$ cat config.mk
export PLATFORM = sky130hd
export DESIGN_NAME = stick_calibration_mapper_unit
export DESIGN_NICKNAME = d
export VERILOG_FILES = /design/src/rtl/core/scm_pkg.sv /design/src/rtl/core/scm_ctrl.sv /design/src/rtl/core/scm_datapath.sv /design/src/rtl/core/stick_calibration_mapper_unit.sv
export SDC_FILE = /design/constraint.sdc
export NUM_CORES = 1
export LEC_CHECK = 0
export BUFFER_PORTS_ARGS = -buffer_cell sky130_fd_sc_hd__buf_2
export CAP_MARGIN = 10
export CORE_UTILIZATION = 67
export DETAILED_ROUTE_END_ITERATION = 10
export PLACE_DENSITY = 0.86
export SLEW_MARGIN = 0
export SYNTH_ARGS = -nofsm -noshare
export SYNTH_HDL_FRONTEND = slang
export SYNTH_SLANG_ARGS = --single-unit
$ cat constraint.sdc
create_clock -name clock -period 8.6 [get_ports clock]
set_input_delay 2.15 -clock clock [delete_from_list [all_inputs] [get_ports clock]]
set_output_delay 2.15 -clock clock [all_outputs]
set_load 0.01 [all_outputs]
$ cat src/rtl/core/scm_pkg.sv
// ----------------------------------------------------------------------------
// scm_pkg
// shared types and constants of the stick calibration mapper
// ----------------------------------------------------------------------------
`default_nettype none

package scm_pkg;

   // field widths
   localparam int SAMPLE_W = 12;
   localparam int CHAN_W   = 4;
   localparam int V12_W    = 13;
   localparam int V10_W    = 10;
   localparam int MID_CNT  = 4;
   localparam int MID_IDX_W = 2;
   localparam int QUO_W    = 12;
   localparam int STEP_W   = 4;

   // index of the last divider step: one compare step plus eleven shift steps
   localparam logic [STEP_W-1:0] LAST_STEP = STEP_W'(QUO_W - 1);

   // operation codes
   localparam logic OP_CONVERT = 1'b0;
   localparam logic OP_RESET   = 1'b1;

   // calibration constants
   localparam logic [SAMPLE_W-1:0] MID_RESET    = 12'd2048;
   localparam logic [SAMPLE_W-1:0] LOWER_RESET  = 12'd400;
   localparam logic [SAMPLE_W-1:0] UPPER_RESET  = 12'd3696;
   localparam logic [QUO_W-1:0]    QUO_MAX      = 12'd2048;
   localparam logic [V12_W-1:0]    CENTRE_OUT   = 13'd2048;
   localparam logic [V10_W-1:0]    V10_MAX      = 10'd1023;

   // controller to datapath commands
   typedef struct packed {
      logic capture;
      logic prep;
      logic step;
      logic load_out;
   } cmd_type;

   // datapath to controller status
   typedef struct packed {
      logic last_step;
   } status_type;

   // configuration write
   typedef struct packed {
      logic                 write;
      logic [MID_IDX_W-1:0] index;
      logic [SAMPLE_W-1:0]  data;
   } csr_write_type;

endpackage

`default_nettype wire

$ cat src/rtl/core/scm_ctrl.sv
// ----------------------------------------------------------------------------
// scm_ctrl
// sequencer: capture, bound update, serial divide, result hand-off
// ----------------------------------------------------------------------------
`default_nettype none

module scm_ctrl (
   input  wire logic               clock,
   input  wire logic               reset,
   input  wire logic               req_tvalid,
   output logic                    req_tready,
   output logic                    rsp_tvalid,
   input  wire logic               rsp_tready,
   input  wire scm_pkg::status_type status,
   output scm_pkg::cmd_type        cmd
);

   typedef enum logic [1:0] {
      ST_IDLE,
      ST_PREP,
      ST_DIV,
      ST_DONE
   } state_type;

   state_type state_ff;
   logic      rsp_valid_ff;
   logic      out_free;

   // output register can take a new result
   assign out_free   = !rsp_valid_ff || rsp_tready;
   assign req_tready = (state_ff == ST_IDLE);
   assign rsp_tvalid = rsp_valid_ff;

   // commands decoded from state
   always_comb begin
      cmd          = '0;
      cmd.capture  = (state_ff == ST_IDLE) && req_tvalid;
      cmd.prep     = (state_ff == ST_PREP);
      cmd.step     = (state_ff == ST_DIV);
      cmd.load_out = (state_ff == ST_DONE) && out_free;
   end

   // state and result valid flag
   always_ff @(posedge clock) begin
      if (reset) begin
         state_ff     <= ST_IDLE;
         rsp_valid_ff <= 1'b0;
      end else begin
         case (state_ff)
            ST_IDLE: begin
               if (req_tvalid) begin
                  state_ff <= ST_PREP;
               end
            end
            ST_PREP: begin
               state_ff <= ST_DIV;
            end
            ST_DIV: begin
               if (status.last_step) begin
                  state_ff <= ST_DONE;
               end
            end
            ST_DONE: begin
               if (out_free) begin
                  state_ff <= ST_IDLE;
               end
            end
            default: begin
               state_ff <= ST_IDLE;
            end
         endcase

         if (cmd.load_out) begin
            rsp_valid_ff <= 1'b1;
         end else if (rsp_tready) begin
            rsp_valid_ff <= 1'b0;
         end
      end
   end

endmodule

`default_nettype wire

$ cat src/rtl/core/scm_datapath.sv
// ----------------------------------------------------------------------------
// scm_datapath
// mid registers, tracked bounds, restoring divider and result register
// ----------------------------------------------------------------------------
`default_nettype none

module scm_datapath #(
   parameter int STICK_CHANNELS = 4
) (
   input  wire logic                          clock,
   input  wire logic                          reset,
   input  wire scm_pkg::cmd_type              cmd,
   output scm_pkg::status_type                status,
   input  wire scm_pkg::csr_write_type        csr,
   input  wire logic                          in_op,
   input  wire logic [scm_pkg::CHAN_W-1:0]    in_channel,
   input  wire logic [scm_pkg::SAMPLE_W-1:0]  in_raw,
   output logic [scm_pkg::V10_W-1:0]          out_v10,
   output logic [scm_pkg::V12_W-1:0]          out_v12,
   output logic                               out_zero_span
);

   localparam int IDX_W = (STICK_CHANNELS > 1) ? $clog2(STICK_CHANNELS) : 1;
   localparam int SW = scm_pkg::SAMPLE_W;
   localparam int QW = scm_pkg::QUO_W;

   logic [SW-1:0] mid_ff   [scm_pkg::MID_CNT];
   logic [SW-1:0] lower_ff [STICK_CHANNELS];
   logic [SW-1:0] upper_ff [STICK_CHANNELS];

   logic                      op_ff;
   logic [scm_pkg::CHAN_W-1:0] ch_ff;
   logic [SW-1:0]             raw_ff;
   logic                      below_ff;
   logic                      zero_ff;
   logic [SW-1:0]             span_ff;
   logic [SW-1:0]             rem_ff;
   logic [QW-1:0]             quo_ff;
   logic [scm_pkg::STEP_W-1:0] step_ff;

   logic                      stick;
   logic [IDX_W-1:0]          bidx;
   logic [SW-1:0]             mid;
   logic [SW-1:0]             lo_new;
   logic [SW-1:0]             hi_new;
   logic                      below;
   logic [SW-1:0]             num;
   logic [SW-1:0]             span;
   logic [SW:0]               trial;
   logic                      fits;
   logic [SW:0]               diff;
   logic [QW-1:0]             quo_sat;
   logic [scm_pkg::V12_W-1:0] v12;
   logic [scm_pkg::V10_W-1:0] v10;

   // channel decode and widened bounds
   assign stick  = (ch_ff < scm_pkg::CHAN_W'(STICK_CHANNELS));
   assign bidx   = ch_ff[IDX_W-1:0];
   assign mid    = mid_ff[ch_ff[scm_pkg::MID_IDX_W-1:0]];
   assign lo_new = (raw_ff < lower_ff[bidx]) ? raw_ff : lower_ff[bidx];
   assign hi_new = (raw_ff > upper_ff[bidx]) ? raw_ff : upper_ff[bidx];
   assign below  = (raw_ff < mid);
   assign num    = below ? (mid - raw_ff) : (raw_ff - mid);
   assign span   = below ? (mid - lo_new) : (hi_new - mid);

   // one restoring step: the first compares the offset itself, later ones shift
   assign trial = (step_ff == '0) ? {1'b0, rem_ff} : {rem_ff, 1'b0};
   assign fits  = (trial >= {1'b0, span_ff});
   assign diff  = trial - {1'b0, span_ff};

   assign status.last_step = (step_ff == scm_pkg::LAST_STEP);

   // result assembly
   assign quo_sat = (quo_ff > scm_pkg::QUO_MAX) ? scm_pkg::QUO_MAX : quo_ff;
   always_comb begin
      if (op_ff == scm_pkg::OP_RESET) begin
         v12 = '0;
      end else if (!stick) begin
         v12 = {1'b0, raw_ff};
      end else if (zero_ff) begin
         v12 = scm_pkg::CENTRE_OUT;
      end else if (below_ff) begin
         v12 = scm_pkg::CENTRE_OUT - {1'b0, quo_sat};
      end else begin
         v12 = scm_pkg::CENTRE_OUT + {1'b0, quo_sat};
      end
      if (op_ff == scm_pkg::OP_RESET) begin
         v10 = '0;
      end else if (v12[scm_pkg::V12_W-1]) begin
         v10 = scm_pkg::V10_MAX;
      end else begin
         v10 = v12[scm_pkg::V12_W-2:2];
      end
   end

   // mid point registers
   always_ff @(posedge clock) begin
      if (reset) begin
         for (int i = 0; i < scm_pkg::MID_CNT; i++) begin
            mid_ff[i] <= scm_pkg::MID_RESET;
         end
      end else if (csr.write) begin
         mid_ff[csr.index] <= csr.data;
      end
   end

   // tracked bounds per stick channel
   always_ff @(posedge clock) begin
      if (reset) begin
         for (int i = 0; i < STICK_CHANNELS; i++) begin
            lower_ff[i] <= scm_pkg::LOWER_RESET;
            upper_ff[i] <= scm_pkg::UPPER_RESET;
         end
      end else if (cmd.prep && stick) begin
         if (op_ff == scm_pkg::OP_RESET) begin
            lower_ff[bidx] <= scm_pkg::LOWER_RESET;
            upper_ff[bidx] <= scm_pkg::UPPER_RESET;
         end else begin
            lower_ff[bidx] <= lo_new;
            upper_ff[bidx] <= hi_new;
         end
      end
   end

   // input capture
   always_ff @(posedge clock) begin
      if (cmd.capture) begin
         op_ff  <= in_op;
         ch_ff  <= in_channel;
         raw_ff <= in_raw;
      end
   end

   // divider setup and iteration
   always_ff @(posedge clock) begin
      if (cmd.prep) begin
         below_ff <= below;
         zero_ff  <= !below && (span == '0);
         span_ff  <= span;
         rem_ff   <= num;
         quo_ff   <= '0;
         step_ff  <= '0;
      end else if (cmd.step) begin
         rem_ff  <= fits ? diff[SW-1:0] : trial[SW-1:0];
         quo_ff  <= {quo_ff[QW-2:0], fits};
         step_ff <= step_ff + 1'b1;
      end
   end

   // result register
   always_ff @(posedge clock) begin
      if (cmd.load_out) begin
         out_v12       <= v12;
         out_v10       <= v10;
         out_zero_span <= (op_ff == scm_pkg::OP_CONVERT) && stick && zero_ff;
      end
   end

endmodule

`default_nettype wire

$ cat src/rtl/core/stick_calibration_mapper_unit.sv
// ----------------------------------------------------------------------------
// stick_calibration_mapper_unit
// three-point stick calibration with auto-ranging bounds
// ----------------------------------------------------------------------------
// A transaction on req_ carries an op, a channel number and a 12-bit sample.
// On a convert op, channels below STICK_CHANNELS widen their tracked bounds
// and are mapped about the channel's mid point onto 0..4096; other channels
// pass the sample. A reset op restores a stick channel's bounds and returns 0.
// Every request gives exactly one response transaction on rsp_.
// The csr_ channel writes the four mid registers (index 0..3); it is always
// ready and should only be used while no request is in flight.
// A request passes a bound-update state, 12 steps of the shared restoring
// divider and a hand-off state on its way to rsp_tvalid. One request is in
// work at a time; the next is accepted only once the block is back in idle.
// A finished result sits in the output register; while it waits the block
// takes and works on the next request, and only holds the hand-off of that
// one until rsp_tready frees the register.
// Reset (synchronous) sets all mid points to 2048 and all bounds to 400 and
// 3696, and drops any transaction in flight.
// ----------------------------------------------------------------------------
`default_nettype none

module stick_calibration_mapper_unit #(
   parameter int STICK_CHANNELS = 4
) (
   input  wire logic        clock,
   input  wire logic        reset,
   input  wire logic        req_tvalid,
   output logic             req_tready,
   input  wire logic [15:0] req_tdata,   // [11:0] raw_sample, [15:12] zero
   input  wire logic [4:0]  req_tuser,   // [0] op, [4:1] channel
   output logic             rsp_tvalid,
   input  wire logic        rsp_tready,
   output logic [23:0]      rsp_tdata,   // [9:0] value_10bit, [22:10] value_12bit, [23] zero
   output logic             rsp_tuser,   // [0] zero_span
   input  wire logic        csr_valid,
   output logic             csr_ready,
   input  wire logic [1:0]  csr_index,
   input  wire logic [11:0] csr_data
);

   scm_pkg::cmd_type       cmd;
   scm_pkg::status_type    status;
   scm_pkg::csr_write_type csr;
   logic [scm_pkg::V10_W-1:0] v10;
   logic [scm_pkg::V12_W-1:0] v12;
   logic                      zero_span;

   // configuration writes are taken at once
   assign csr_ready = 1'b1;
   assign csr.write = csr_valid && csr_ready;
   assign csr.index = csr_index;
   assign csr.data  = csr_data;

   // controller
   scm_ctrl u_ctrl (
      .clock      (clock),
      .reset      (reset),
      .req_tvalid (req_tvalid),
      .req_tready (req_tready),
      .rsp_tvalid (rsp_tvalid),
      .rsp_tready (rsp_tready),
      .status     (status),
      .cmd        (cmd)
   );

   // datapath
   scm_datapath #(
      .STICK_CHANNELS (STICK_CHANNELS)
   ) u_datapath (
      .clock         (clock),
      .reset         (reset),
      .cmd           (cmd),
      .status        (status),
      .csr           (csr),
      .in_op         (req_tuser[0]),
      .in_channel    (req_tuser[4:1]),
      .in_raw        (req_tdata[11:0]),
      .out_v10       (v10),
      .out_v12       (v12),
      .out_zero_span (zero_span)
   );

   // response packing
   assign rsp_tdata = {1'b0, v12, v10};
   assign rsp_tuser = zero_span;

   // a zero span always reports the centre value
   assert property (@(posedge clock) disable iff (reset)
      rsp_tvalid && rsp_tuser |-> rsp_tdata[22:10] == scm_pkg::CENTRE_OUT)
      else $error("zero span result is not centred");

   // the 10-bit value follows the 12-bit value
   assert property (@(posedge clock) disable iff (reset)
      rsp_tvalid |-> rsp_tdata[9:0] == (rsp_tdata[22] ? scm_pkg::V10_MAX : rsp_tdata[21:12]))
      else $error("10-bit value inconsistent with 12-bit value");

   // mapped value never leaves 0..4096
   assert property (@(posedge clock) disable iff (reset)
      rsp_tvalid |-> rsp_tdata[22:10] <= 13'd4096)
      else $error("12-bit value out of range");

   // one request in work at a time
   assert property (@(posedge clock) disable iff (reset)
      req_tvalid && req_tready |=> !req_tready)
      else $error("request taken while another is in work");

endmodule

`default_nettype wire
==> impl_metrics.toml, run 1 <==
[synthesis]
netlist-cell-type-count = 79
main_synth_ff_type = "sky130_fd_sc_hd__edfxtp_1"
synth_enable_flop_cells = 211
post_synth_most_frequent_cells = "211 x sky130_fd_sc_hd__edfxtp_1, 121 x sky130_fd_sc_hd__nor2_1, 116 x sky130_fd_sc_hd__inv_1"
syn_area_um2 = 13800
synth.ff_latch_count = 232
synth_top_area_cell = "sky130_fd_sc_hd__edfxtp_1"
post_synth_inst_count = 1239
yosys-top-cells-area = "sky130_fd_sc_hd__edfxtp_1 46%, sky130_fd_sc_hd__ha_1 7.8%, sky130_fd_sc_hd__mux4_2 5.2%, sky130_fd_sc_hd__nor2_1 3.3%, sky130_fd_sc_hd__inv_1 3.2%"
synthMostInstantiatedCell = "sky130_fd_sc_hd__edfxtp_1"
synth_net_count = 1370
synth.yosys.warnings = 0
synth_sequential_area_ratio = 0.491
syn-mean-instance-area_um2 = 11.1
synthDominantCellAreaShare = 0.461
async_reset_ff_frac = 0

[critical_path]
critical_path.max_stage_delay_ps = 930
crit_chain = "buf_4, mux4_2, inv_1, ha_1, o21ai_0, o21ai_0, a221oi_1, nand2_1, a21oi_1, ha_1, nor2b_1, o21ai_0, nand2b_1, nor4_2, o31ai_1, a311oi_2, xnor2_1, mux2i_1, xnor2_1"
cp.arrival_ps = 6760
path_class = "flop to flop"
path_max_fanout = 27
worst_setup_path_start_kind = "flop"
critical-path-slowest-cell = "sky130_fd_sc_hd__dfxtp_2"
path_common_cell = "sky130_fd_sc_hd__o21ai_0"
worst_setup_path_end_kind = "flop"
cp_data_required_time_ps = 8860
worstPathBufferInverterCount = 2
cp_top_family = "compound AO/OA/AOI/OAI gates"

[flow_run]
maxCapViolCount = 0

[placed_design]
dp.cells = 1536
placement.setup.worst_slack_ps = 2180
dp_hpwl_mm = 23.3
number_of_buffer_cells_added_on_primary_ports = 61
gp_routability_congestion = 0.937

[timing]
share_of_the_clock_period_used_by_the_worst_path = 0.755
worst_slack_ps = 2110
final_period_minus_worst_setup_slack_ps = 6490
timing.slew.headroom = 0.198
fmax_mhz = 154
tns_ps = 0
rsz0062_at_grt = "false"
final-max-slew-violation-count = 0
worst_pin_slew_ps = 1190
timing.clock.skew_ps = 16.6
hold_slack_ps = 545
finalHoldViolCount = 0
setup_viol_count_final = 0

[worst_hold_path]
timing.hold.worst.start = "u_ctrl.state_ff[0]$_SDFFE_PP0P_"
worst_hold_path_type = "flop to flop"

[power_and_ir_drop]
p_leak_nw = 5.91
max-vdd-ir-drop_mv = 0.187
pwr_density_cell_nw_per_um2 = 384
totalPowerFinal_w = 0.00580

[cts]
cts_tree = "built"
cts_hold_buffers = 0
worst_skew_pair.late_latency_ps = 530
cts_resized = 0
cts_setup_buffers = 0
clk_transition_reported_paths_ps = 60
tritoncts_num_sinks = 232
tritoncts.num_buffers = 24
cts_root_buffer = "sky130_fd_sc_hd__clkbuf_16"
h_tree_lvls = 1
clock_tree.buffer_depth = 3

[routing]
postRouteWirelength_mm = 32.3
detail_route.first_pass.iterations = 6
drc_errors = 0
antenna_violating_nets_post_route = 0
post_drt_via_cell_ratio = 6.28
drt-initial-drc-count = 903
vias = 9923
drt-wirelength-per-cell_um = 20.4

[finish]
multi_input_area_um2 = 6370
final_std_cells_w_o_fill = 1580
final-seq-area_um2 = 6760
layout.filler_cells = 1308
synthToLayoutAreaGrowth_pct = 9.89
fin_nets = 1423
diodes = 0
final_layout_size_suffix_gt1_frac = 0.137

[floorplanning]
io_pins = 68
die_w_um = 145
fp.coreArea_um2 = 20200
fp.dieArea_um2 = 21100
die_h_um = 145
floorplan.initialDensity = 0.682
std_cell_rows = 52

[grt]
track_usage = 0.310
first_global_vias = 9429
grt_antenna_before_repair = 0
grt_pass1_wl_mm = 50.8
maximum_number_of_pins_on_one_net_before_global_route_repair = 50
overflow = 0

[status]
outcome = "finished clean"
## registers in the layout, indices dropped and copies added (netlist names), named ones only
name and cells:
u_datapath.zero_ff 1, u_datapath.lower_ff 48, u_ctrl.state_ff 2, u_datapath.raw_ff 12
u_datapath.out_v12 13, u_datapath.ch_ff 4, u_datapath.op_ff 1, u_datapath.out_zero_span 1
u_datapath.span_ff 12, u_datapath.step_ff 4, u_datapath.out_v10 10, u_datapath.mid_ff 48
u_datapath.upper_ff 48, u_datapath.below_ff 1, u_datapath.quo_ff 12, u_datapath.rem_ff 12
u_ctrl.rsp_tvalid 1
## cells in the final DEF, fill, tap and decap left out, types with 6 or more instances in the layout
master and count:
sky130_fd_sc_hd__a211oi_1 8, sky130_fd_sc_hd__a21o_1 13, sky130_fd_sc_hd__a21oi_1 62, sky130_fd_sc_hd__a31oi_1 8, sky130_fd_sc_hd__and2_1 55, sky130_fd_sc_hd__buf_2 61, sky130_fd_sc_hd__buf_4 14, sky130_fd_sc_hd__clkbuf_16 24
sky130_fd_sc_hd__clkinv_1 7, sky130_fd_sc_hd__dfxtp_1 20, sky130_fd_sc_hd__edfxtp_1 211, sky130_fd_sc_hd__ha_1 85, sky130_fd_sc_hd__inv_1 116, sky130_fd_sc_hd__mux2_2 13, sky130_fd_sc_hd__mux2i_1 40, sky130_fd_sc_hd__mux4_2 32
sky130_fd_sc_hd__nand2_1 82, sky130_fd_sc_hd__nand2b_1 34, sky130_fd_sc_hd__nand3_1 20, sky130_fd_sc_hd__nand4_1 13, sky130_fd_sc_hd__nor2_1 121, sky130_fd_sc_hd__nor2b_1 20, sky130_fd_sc_hd__nor3_1 19, sky130_fd_sc_hd__o211ai_1 7
sky130_fd_sc_hd__o21a_1 14, sky130_fd_sc_hd__o21ai_0 41, sky130_fd_sc_hd__o31ai_1 6, sky130_fd_sc_hd__or2_2 7, sky130_fd_sc_hd__xnor2_1 31, sky130_fd_sc_hd__xor2_1 14
## stage by stage
| step | utilization | area [um2] |
|---|---|---|
| final | 0.750 | 15100 |
| after global routing | 0.750 | 15100 |
| after CTS | 0.750 | 15100 |
| after detailed placement | 0.710 | 14300 |
| after global placement | 0.710 | 14300 |
| after floorplan | - | 13800 |
## worst min-delay path, cell delays in order (launching register included)
cell	delay (ps)
sky130_fd_sc_hd__dfxtp_1	340
sky130_fd_sc_hd__nor2_1	110
sky130_fd_sc_hd__a211oi_1	50
## routing by layer
layer / vias to the layer above / global-route usage / share of wire
li1: 4575 / - / -
met1: 4794 / 0.416 / 0.40
met2: 457 / 0.511 / 0.48
met3: 97 / 0.0459 / 0.079
met4: 0 / 0.126 / 0.043
met5: - / 0 / 0
## final timing paths
path	cells after the start	slack [ps]	endpoint
worst max-delay path	19	2110	u_datapath.span_ff[11]$_DFFE_PP_
worst min-delay path	2	540	u_ctrl.state_ff[0]$_SDFFE_PP0P_
worst max register to register	19	2110	u_datapath.span_ff[11]$_DFFE_PP_
worst min register to register	2	540	u_ctrl.state_ff[0]$_SDFFE_PP0P_
## cell type report
type,instances,area share
Tap cell,270,0.0223
Sequential cell,232,0.447
Clock inverter,17,0.0128
Timing Repair Buffer,75,0.0271
Inverter,117,0.0291
Multi-Input combinational cell,842,0.421
Clock buffer,27,0.0405
## cells by family after synthesis
kind of cell,count (synthesis),synth area share
and+or+nand+nor,400,0.144
DFF,232,0.491
AOI/OAI and AO/OA,216,0.106
buffers and inverters,165,0.0465
adders and majority gates,91,0.0855
muxes,88,0.0979
xor gates and xnor gates,45,0.0286
other,2,0.000546
## where the power goes
| part | internal (W) | total (W) | switching (W) |
|---|---|---|---|
| combinational | 0.00128 | 0.00310 | 0.00182 |
| clock | 0.000632 | 0.00106 | 0.000431 |
| sequential | 0.00150 | 0.00164 | 0.000144 |
No activity file was read; power rests on OpenSTA's default activity.
==> run 2: changes to the inputs <==
--- a/config.mk
+++ b/config.mk
@@ -5,11 +5,12 @@
 export SDC_FILE = /design/constraint.sdc
 export NUM_CORES = 1
 export LEC_CHECK = 0
+export ABC_AREA = 1
 export BUFFER_PORTS_ARGS = -buffer_cell sky130_fd_sc_hd__buf_2
 export CAP_MARGIN = 10
-export CORE_UTILIZATION = 67
+export CORE_UTILIZATION = 62
 export DETAILED_ROUTE_END_ITERATION = 10
-export PLACE_DENSITY = 0.86
+export PLACE_DENSITY = 0.8
 export SLEW_MARGIN = 0
 export SYNTH_ARGS = -nofsm -noshare
 export SYNTH_HDL_FRONTEND = slang
==> constraint.sdc (replaced) <==
create_clock -name clock -period 6.5 [get_ports clock]
set_input_delay 1.625 -clock clock [delete_from_list [all_inputs] [get_ports clock]]
set_output_delay 1.625 -clock clock [all_outputs]
set_load 0.01 [all_outputs]
==> impl_metrics.toml, run 2 <==
[status]
outcome = "finished clean"

[routing]
post_drt_via_cell_ratio = 5.88
met1Wirelength_mm = 13.7
top_layer_used = "met4"
drc_errors = 0
met3_wirelength_mm = 2.83
met2RoutedLength_mm = 16.3
antenna_violating_nets_post_route = 0
drt-wirelength-per-cell_um = 17.9
detail_route.first_pass.iterations = 5
postRouteWirelength_mm = 34.0
vias = 11200
drt-initial-drc-count = 851

[finish]
final_std_cells_w_o_fill = 1897
multi_input_area_um2 = 5890
most_common_cell_after_layout_fill_and_taps_aside = "sky130_fd_sc_hd__nand2_1"
commonest_cells_after_routing_fill_and_taps_aside = "331 x sky130_fd_sc_hd__nand2_1, 211 x sky130_fd_sc_hd__edfxtp_1, 198 x sky130_fd_sc_hd__inv_1"
synthToLayoutAreaGrowth_pct = 9.49
fin_nets = 1736
final_layout_size_suffix_gt1_frac = 0.0925
layout.cell_area.non_filler_um2 = 15000
final-seq-area_um2 = 6760
layout.filler_cells = 1639
diodes = 0
largest_registers_ranked_by_flip_flop_count = "u_datapath.lower_ff: 48 flops, u_datapath.mid_ff: 48 flops, u_datapath.upper_ff: 48 flops"

[cts]
h_tree_lvls = 1
tritoncts.num_buffers = 24
worst_skew_pair.late_latency_ps = 540
tritoncts_num_sinks = 232
cts_setup_buffers = 0
clk_transition_reported_paths_ps = 60
cts_tree = "built"
cts_resized = 0
cts_hold_buffers = 0
clock_tree.buffer_depth = 3
cts_root_buffer = "sky130_fd_sc_hd__clkbuf_16"

[timing]
tns_ps = 0
share_of_the_clock_period_used_by_the_worst_path = 0.838
setup_viol_count_final = 0
worst_pin_slew_ps = 929
final-max-slew-violation-count = 0
timing.clock.skew_ps = 28.5
fmax_mhz = 183
final_period_minus_worst_setup_slack_ps = 5450
timing.slew.headroom = 0.374
finalHoldViolCount = 0
rsz0062_at_grt = "false"

[placed_design]
dp.cells = 1853
dp_hpwl_mm = 24.3
place_area_um2 = 14200
gp_routability_congestion = 0.940
number_of_buffer_cells_added_on_primary_ports = 61

[critical_path]
worst_setup_path_end_kind = "flop"
cp_data_required_time_ps = 6780
worst_setup_path_start_kind = "flop"
path_common_cell = "sky130_fd_sc_hd__nand2_1"
timing.reg2reg.worst_path_depth = 29
cp_top_family = "simple AND/OR/NAND/NOR gates"
path_max_fanout = 52
critical-path-slowest-cell = "sky130_fd_sc_hd__dfxtp_2"
crit-reg2reg-capture = "u_datapath.zero_ff$_DFFE_PP_"
cp.arrival_ps = 5730
critical_path.max_stage_delay_ps = 670
worstPathBufferInverterCount = 3
path_class = "flop to flop"
ff2ff_setup_slack_ps = 1050

[synthesis]
synth_enable_flop_cells = 211
synth.yosys.warnings = 0
async_reset_ff_frac = 0
main_synth_ff_type = "sky130_fd_sc_hd__edfxtp_1"
syn_area_um2 = 13700
synthDominantCellAreaShare = 0.464
post_synth_inst_count = 1560
yosys-top-cells-area = "sky130_fd_sc_hd__edfxtp_1 46%, sky130_fd_sc_hd__nand2_1 9.1%, sky130_fd_sc_hd__ha_1 7.9%, sky130_fd_sc_hd__inv_1 5.5%, sky130_fd_sc_hd__nor2_1 4.7%"
synth_net_count = 1691
synth_top_area_cell = "sky130_fd_sc_hd__edfxtp_1"
synth.ff_latch_count = 232
synthMostInstantiatedCell = "sky130_fd_sc_hd__nand2_1"
synth_sequential_area_ratio = 0.495
syn-mean-instance-area_um2 = 8.76
netlist-cell-type-count = 60
post_synth_most_frequent_cells = "331 x sky130_fd_sc_hd__nand2_1, 211 x sky130_fd_sc_hd__edfxtp_1, 199 x sky130_fd_sc_hd__inv_1"

[grt]
track_usage = 0.308
grt_antenna_before_repair = 0
grt_pass1_wl_mm = 53.5
overflow = 0
maximum_number_of_pins_on_one_net_before_global_route_repair = 73
first_global_vias = 10400

[power_and_ir_drop]
p_leak_nw = 6.32
pwr_density_cell_nw_per_um2 = 585
max-vdd-ir-drop_mv = 0.277

[worst_hold_path]
hold_crit_endpoint = "u_ctrl.rsp_tvalid$_SDFFE_PP0P_"
worst_hold_path_type = "flop to flop"
min_delay_path_depth = 2
timing.hold.worst.start = "u_ctrl.rsp_tvalid$_SDFFE_PP0P_"

[floorplanning]
die_w_um = 150
floorplan.initialDensity = 0.642
std_cell_rows = 53
fp.dieArea_um2 = 22600
die_h_um = 150
io_pins = 68
fp.coreArea_um2 = 21300

[flow_run]
maxCapViolCount = 0
[run 2: cell types whose count changed in the layout (fill, tap and decap cells not counted), moves of 38 or more]
cell                      delta
sky130_fd_sc_hd__o21ai_0    +65
sky130_fd_sc_hd__and2_1     -50
sky130_fd_sc_hd__a21oi_1    +56
sky130_fd_sc_hd__nand2_1   +249
sky130_fd_sc_hd__mux2i_1    -38
sky130_fd_sc_hd__nor2_1     +49
sky130_fd_sc_hd__inv_1      +82
[run 2: area by class of cell]
cell class              instances  area share
flip-flops and latches        232       0.452
multi-input cells            1063       0.394
clock inverters                12     0.00828
well taps                     275      0.0230
clock buffers                  31      0.0419
inverters                     210      0.0532
repair buffers                 74      0.0283
[run 2: report_power, final]
group	switching [W]	internal, W	total, W
Sequential	0.000176	0.00203	0.00221
Clock	0.000569	0.000761	0.00133
Combinational	0.00342	0.00179	0.00521
Total	0.00416	0.00459	0.00875
[run 2: routing by layer]
layer / vias to the layer above / GRT usage
li1: 5393 / -
met1: 5204 / 0.409
met2: 480 / 0.505
met3: 84 / 0.0536
met4: 0 / 0.114
met5: - / 0
[run 2: through the flow]
step | setup slack, ps | hold WS [ps] | util | power, W
floorplan | 2180 | 458 | - | 0.00606
global placement | 1350 | 488 | 0.667 | 0.00715
detailed placement | 1170 | 493 | 0.667 | 0.00732
CTS | 1070 | 502 | 0.702 | 0.00866
global route | 596 | 529 | 0.703 | 0.00948
finish | 1050 | 501 | 0.703 | 0.00875
[run 2: worst max-delay path by stage]
| stage | startpoint | endpoint | slack [ps] | cells after the start |
|---|---|---|---|---|
| after global placement | flop | u_datapath.zero_ff$_DFFE_PP_ | 1350 | 29 |
| after CTS | flop | u_datapath.zero_ff$_DFFE_PP_ | 1070 | 29 |
| after global routing | flop | u_datapath.zero_ff$_DFFE_PP_ | 600 | 29 |
| after detailed placement | flop | u_datapath.zero_ff$_DFFE_PP_ | 1170 | 29 |
| after floorplan | flop | u_datapath.zero_ff$_DFFE_PP_ | 2180 | 34 |
| final | flop | u_datapath.zero_ff$_DFFE_PP_ | 1050 | 29 |
[run 2: worst register-to-register path, delay by kind of cell (launching register included)]
family | cells | cell delay [ps]
xor gates and xnor gates | 1 | 160
AOI/OAI and AO/OA | 7 | 1390
buffers and inverters | 3 | 670
and+or+nand+nor | 15 | 1500
adders and majority gates | 3 | 840
DFF | 1 | 670
[run 2: kinds of logic (layout without fill, tap and decap cells)]
| logic type | Yosys count | after routing | synth area share |
|---|---|---|---|
| compound gates | 317 | 317 | 0.135 |
| flops | 232 | 232 | 0.495 |
| other cells | 2 | 2 | 0.000550 |
| mux | 2 | 2 | 0.00147 |
| simple gates | 629 | 629 | 0.193 |
| xor+xnor | 22 | 22 | 0.0141 |
| buf+inv | 265 | 327 | 0.0751 |
| fa+ha+maj | 91 | 91 | 0.0861 |
==> run 3: changes to the inputs <==
==> constraint.sdc (replaced) <==
create_clock -name clock -period 5.5 [get_ports clock]
set_input_delay 1.375 -clock clock [delete_from_list [all_inputs] [get_ports clock]]
set_output_delay 1.375 -clock clock [all_outputs]
set_load 0.01 [all_outputs]
==> impl_metrics.toml, run 3 (synthesis gave the netlist of run 2 again) <==
[status]
outcome = "finished clean"

[placed_design]
place_area_um2 = 14300
number_of_buffer_cells_added_on_primary_ports = 61
gp_routability_congestion = 0.955
dp_hpwl_mm = 24.2

[critical_path]
path_max_fanout = 20
critical_path.max_stage_delay_ps = 640
worst_setup_path_start_kind = "flop"
cp.arrival_ps = 5410
worst_setup_path_end_kind = "flop"
cp_data_required_time_ps = 5780
path_common_cell = "sky130_fd_sc_hd__nand2_1"
path_class = "flop to flop"
ff2ff_setup_slack_ps = 370
critical-path-slowest-cell = "sky130_fd_sc_hd__dfxtp_2"

[power_and_ir_drop]
max-vdd-ir-drop_mv = 0.335
pwr_density_cell_nw_per_um2 = 693
p_leak_nw = 6.43

[timing]
timing.clock.skew_ps = 17.2
tns_ps = 0
share_of_the_clock_period_used_by_the_worst_path = 0.933
final_period_minus_worst_setup_slack_ps = 5130
setup_viol_count_final = 0
final-max-slew-violation-count = 0
fmax_mhz = 195
finalHoldViolCount = 0
timing.slew.headroom = 0.394
worst_pin_slew_ps = 900
rsz0062_at_grt = "false"

[routing]
vias = 11200
post_drt_via_cell_ratio = 5.83
drc_errors = 0
postRouteWirelength_mm = 33.6
detail_route.first_pass.iterations = 6
drt-wirelength-per-cell_um = 17.6
antenna_violating_nets_post_route = 0
drt-initial-drc-count = 887

[finish]
diodes = 0
layout.filler_cells = 1655
commonest_cells_after_routing_fill_and_taps_aside = "331 x sky130_fd_sc_hd__nand2_1, 211 x sky130_fd_sc_hd__edfxtp_1, 198 x sky130_fd_sc_hd__inv_1"
multi_input_area_um2 = 5890
largest_registers_ranked_by_flip_flop_count = "u_datapath.lower_ff: 48 flops, u_datapath.mid_ff: 48 flops, u_datapath.upper_ff: 48 flops"
final-seq-area_um2 = 6760
synthToLayoutAreaGrowth_pct = 10.8
layout.cell_area.non_filler_um2 = 15100
final_layout_size_suffix_gt1_frac = 0.103
most_common_cell_after_layout_fill_and_taps_aside = "sky130_fd_sc_hd__nand2_1"
fin_nets = 1750

[cts]
cts_hold_buffers = 0
tritoncts_num_sinks = 232
h_tree_lvls = 1
cts_resized = 0
clock_tree.buffer_depth = 3
worst_skew_pair.late_latency_ps = 540
clk_transition_reported_paths_ps = 70
cts_setup_buffers = 0
tritoncts.num_buffers = 25
cts_tree = "built"
cts_root_buffer = "sky130_fd_sc_hd__clkbuf_16"

[grt]
grt_antenna_before_repair = 0
maximum_number_of_pins_on_one_net_before_global_route_repair = 73
first_global_vias = 10200
track_usage = 0.298
overflow = 0
grt_pass1_wl_mm = 51.7

[floorplanning]
die_w_um = 150
std_cell_rows = 53
io_pins = 68
die_h_um = 150
fp.dieArea_um2 = 22600
fp.coreArea_um2 = 21300
floorplan.initialDensity = 0.642

[flow_run]
maxCapViolCount = 0

[worst_hold_path]
worst_hold_path_type = "flop to flop"
-- run 3: changes by cell type in the layout (fill, tap and decap cells not counted) --
cell,before,now
sky130_fd_sc_hd__buf_4,11,26
sky130_fd_sc_hd__clkbuf_1,7,4
sky130_fd_sc_hd__bufinv_16,2,4
sky130_fd_sc_hd__buf_12,1,0
sky130_fd_sc_hd__buf_8,1,0
sky130_fd_sc_hd__clkbuf_16,24,25
sky130_fd_sc_hd__clkinv_1,8,9
sky130_fd_sc_hd__clkinv_2,1,2
sky130_fd_sc_hd__clkinv_4,1,2
sky130_fd_sc_hd__clkinv_8,1,0
sky130_fd_sc_hd__clkinvlp_4,2,1
sky130_fd_sc_hd__inv_16,0,1
sky130_fd_sc_hd__inv_6,0,1
-- run 3: power by group --
part	switching, W	leakage [nW]	internal (W)
Sequential	0.000179	2.14	0.00240
Combinational	0.00402	3.88	0.00214
Clock	0.000704	0.409	0.00103
Total	0.00491	6.43	0.00558
-- run 3: layout make-up --
| type | count | area share |
|---|---|---|
| well taps | 275 | 0.0227 |
| clock buffers | 29 | 0.0423 |
| repair buffers | 87 | 0.0331 |
| inverters | 210 | 0.0526 |
| flip-flops and latches | 232 | 0.447 |
| clock inverters | 17 | 0.0136 |
| multi-input cells | 1063 | 0.389 |
-- run 3: worst max-delay path: cells and delay by family, from the launching register on --
kind	cells	cell delay (ps)
compound gates	6	1310
simple gates	16	1360
buf+inv	4	680
fa+ha+maj	2	680
flops	1	640
xor+xnor	1	230
-- run 3: per-stage QoR --
stage / util / total power (W) / instances / hold WS [ps] / setup slack (ps)
2_1_floorplan: - / 0.00716 / 1560 / 458 / 1180
3_3_place_gp: 0.671 / 0.00851 / 1867 / 485 / 569
3_5_place_dp: 0.671 / 0.00866 / 1867 / 495 / 460
4_1_cts: 0.711 / 0.0104 / 1913 / 500 / 440
5_1_grt: 0.711 / 0.0113 / 1913 / 533 / 17.5
6_report: 0.711 / 0.0105 / 1913 / 504 / 369
-- run 3: path summary, 6_finish.rpt --
path,from,endpoint,depth (start not counted)
worst max-delay path,flop,u_datapath.zero_ff$_DFFE_PP_,29
worst min register to register,u_datapath.quo_ff[9]$_SDFFE_PP0P_,u_datapath.quo_ff[10]$_SDFFE_PP0P_,2
worst max register to register,flop,u_datapath.zero_ff$_DFFE_PP_,29
worst min-delay path,u_datapath.quo_ff[9]$_SDFFE_PP0P_,u_datapath.quo_ff[10]$_SDFFE_PP0P_,2
-- run 3: routing by layer --
metal  part of all wire  track usage
met1               0.40        0.391
met2               0.48        0.504
met3              0.088       0.0458
met4              0.031        0.103
met5                  0            0
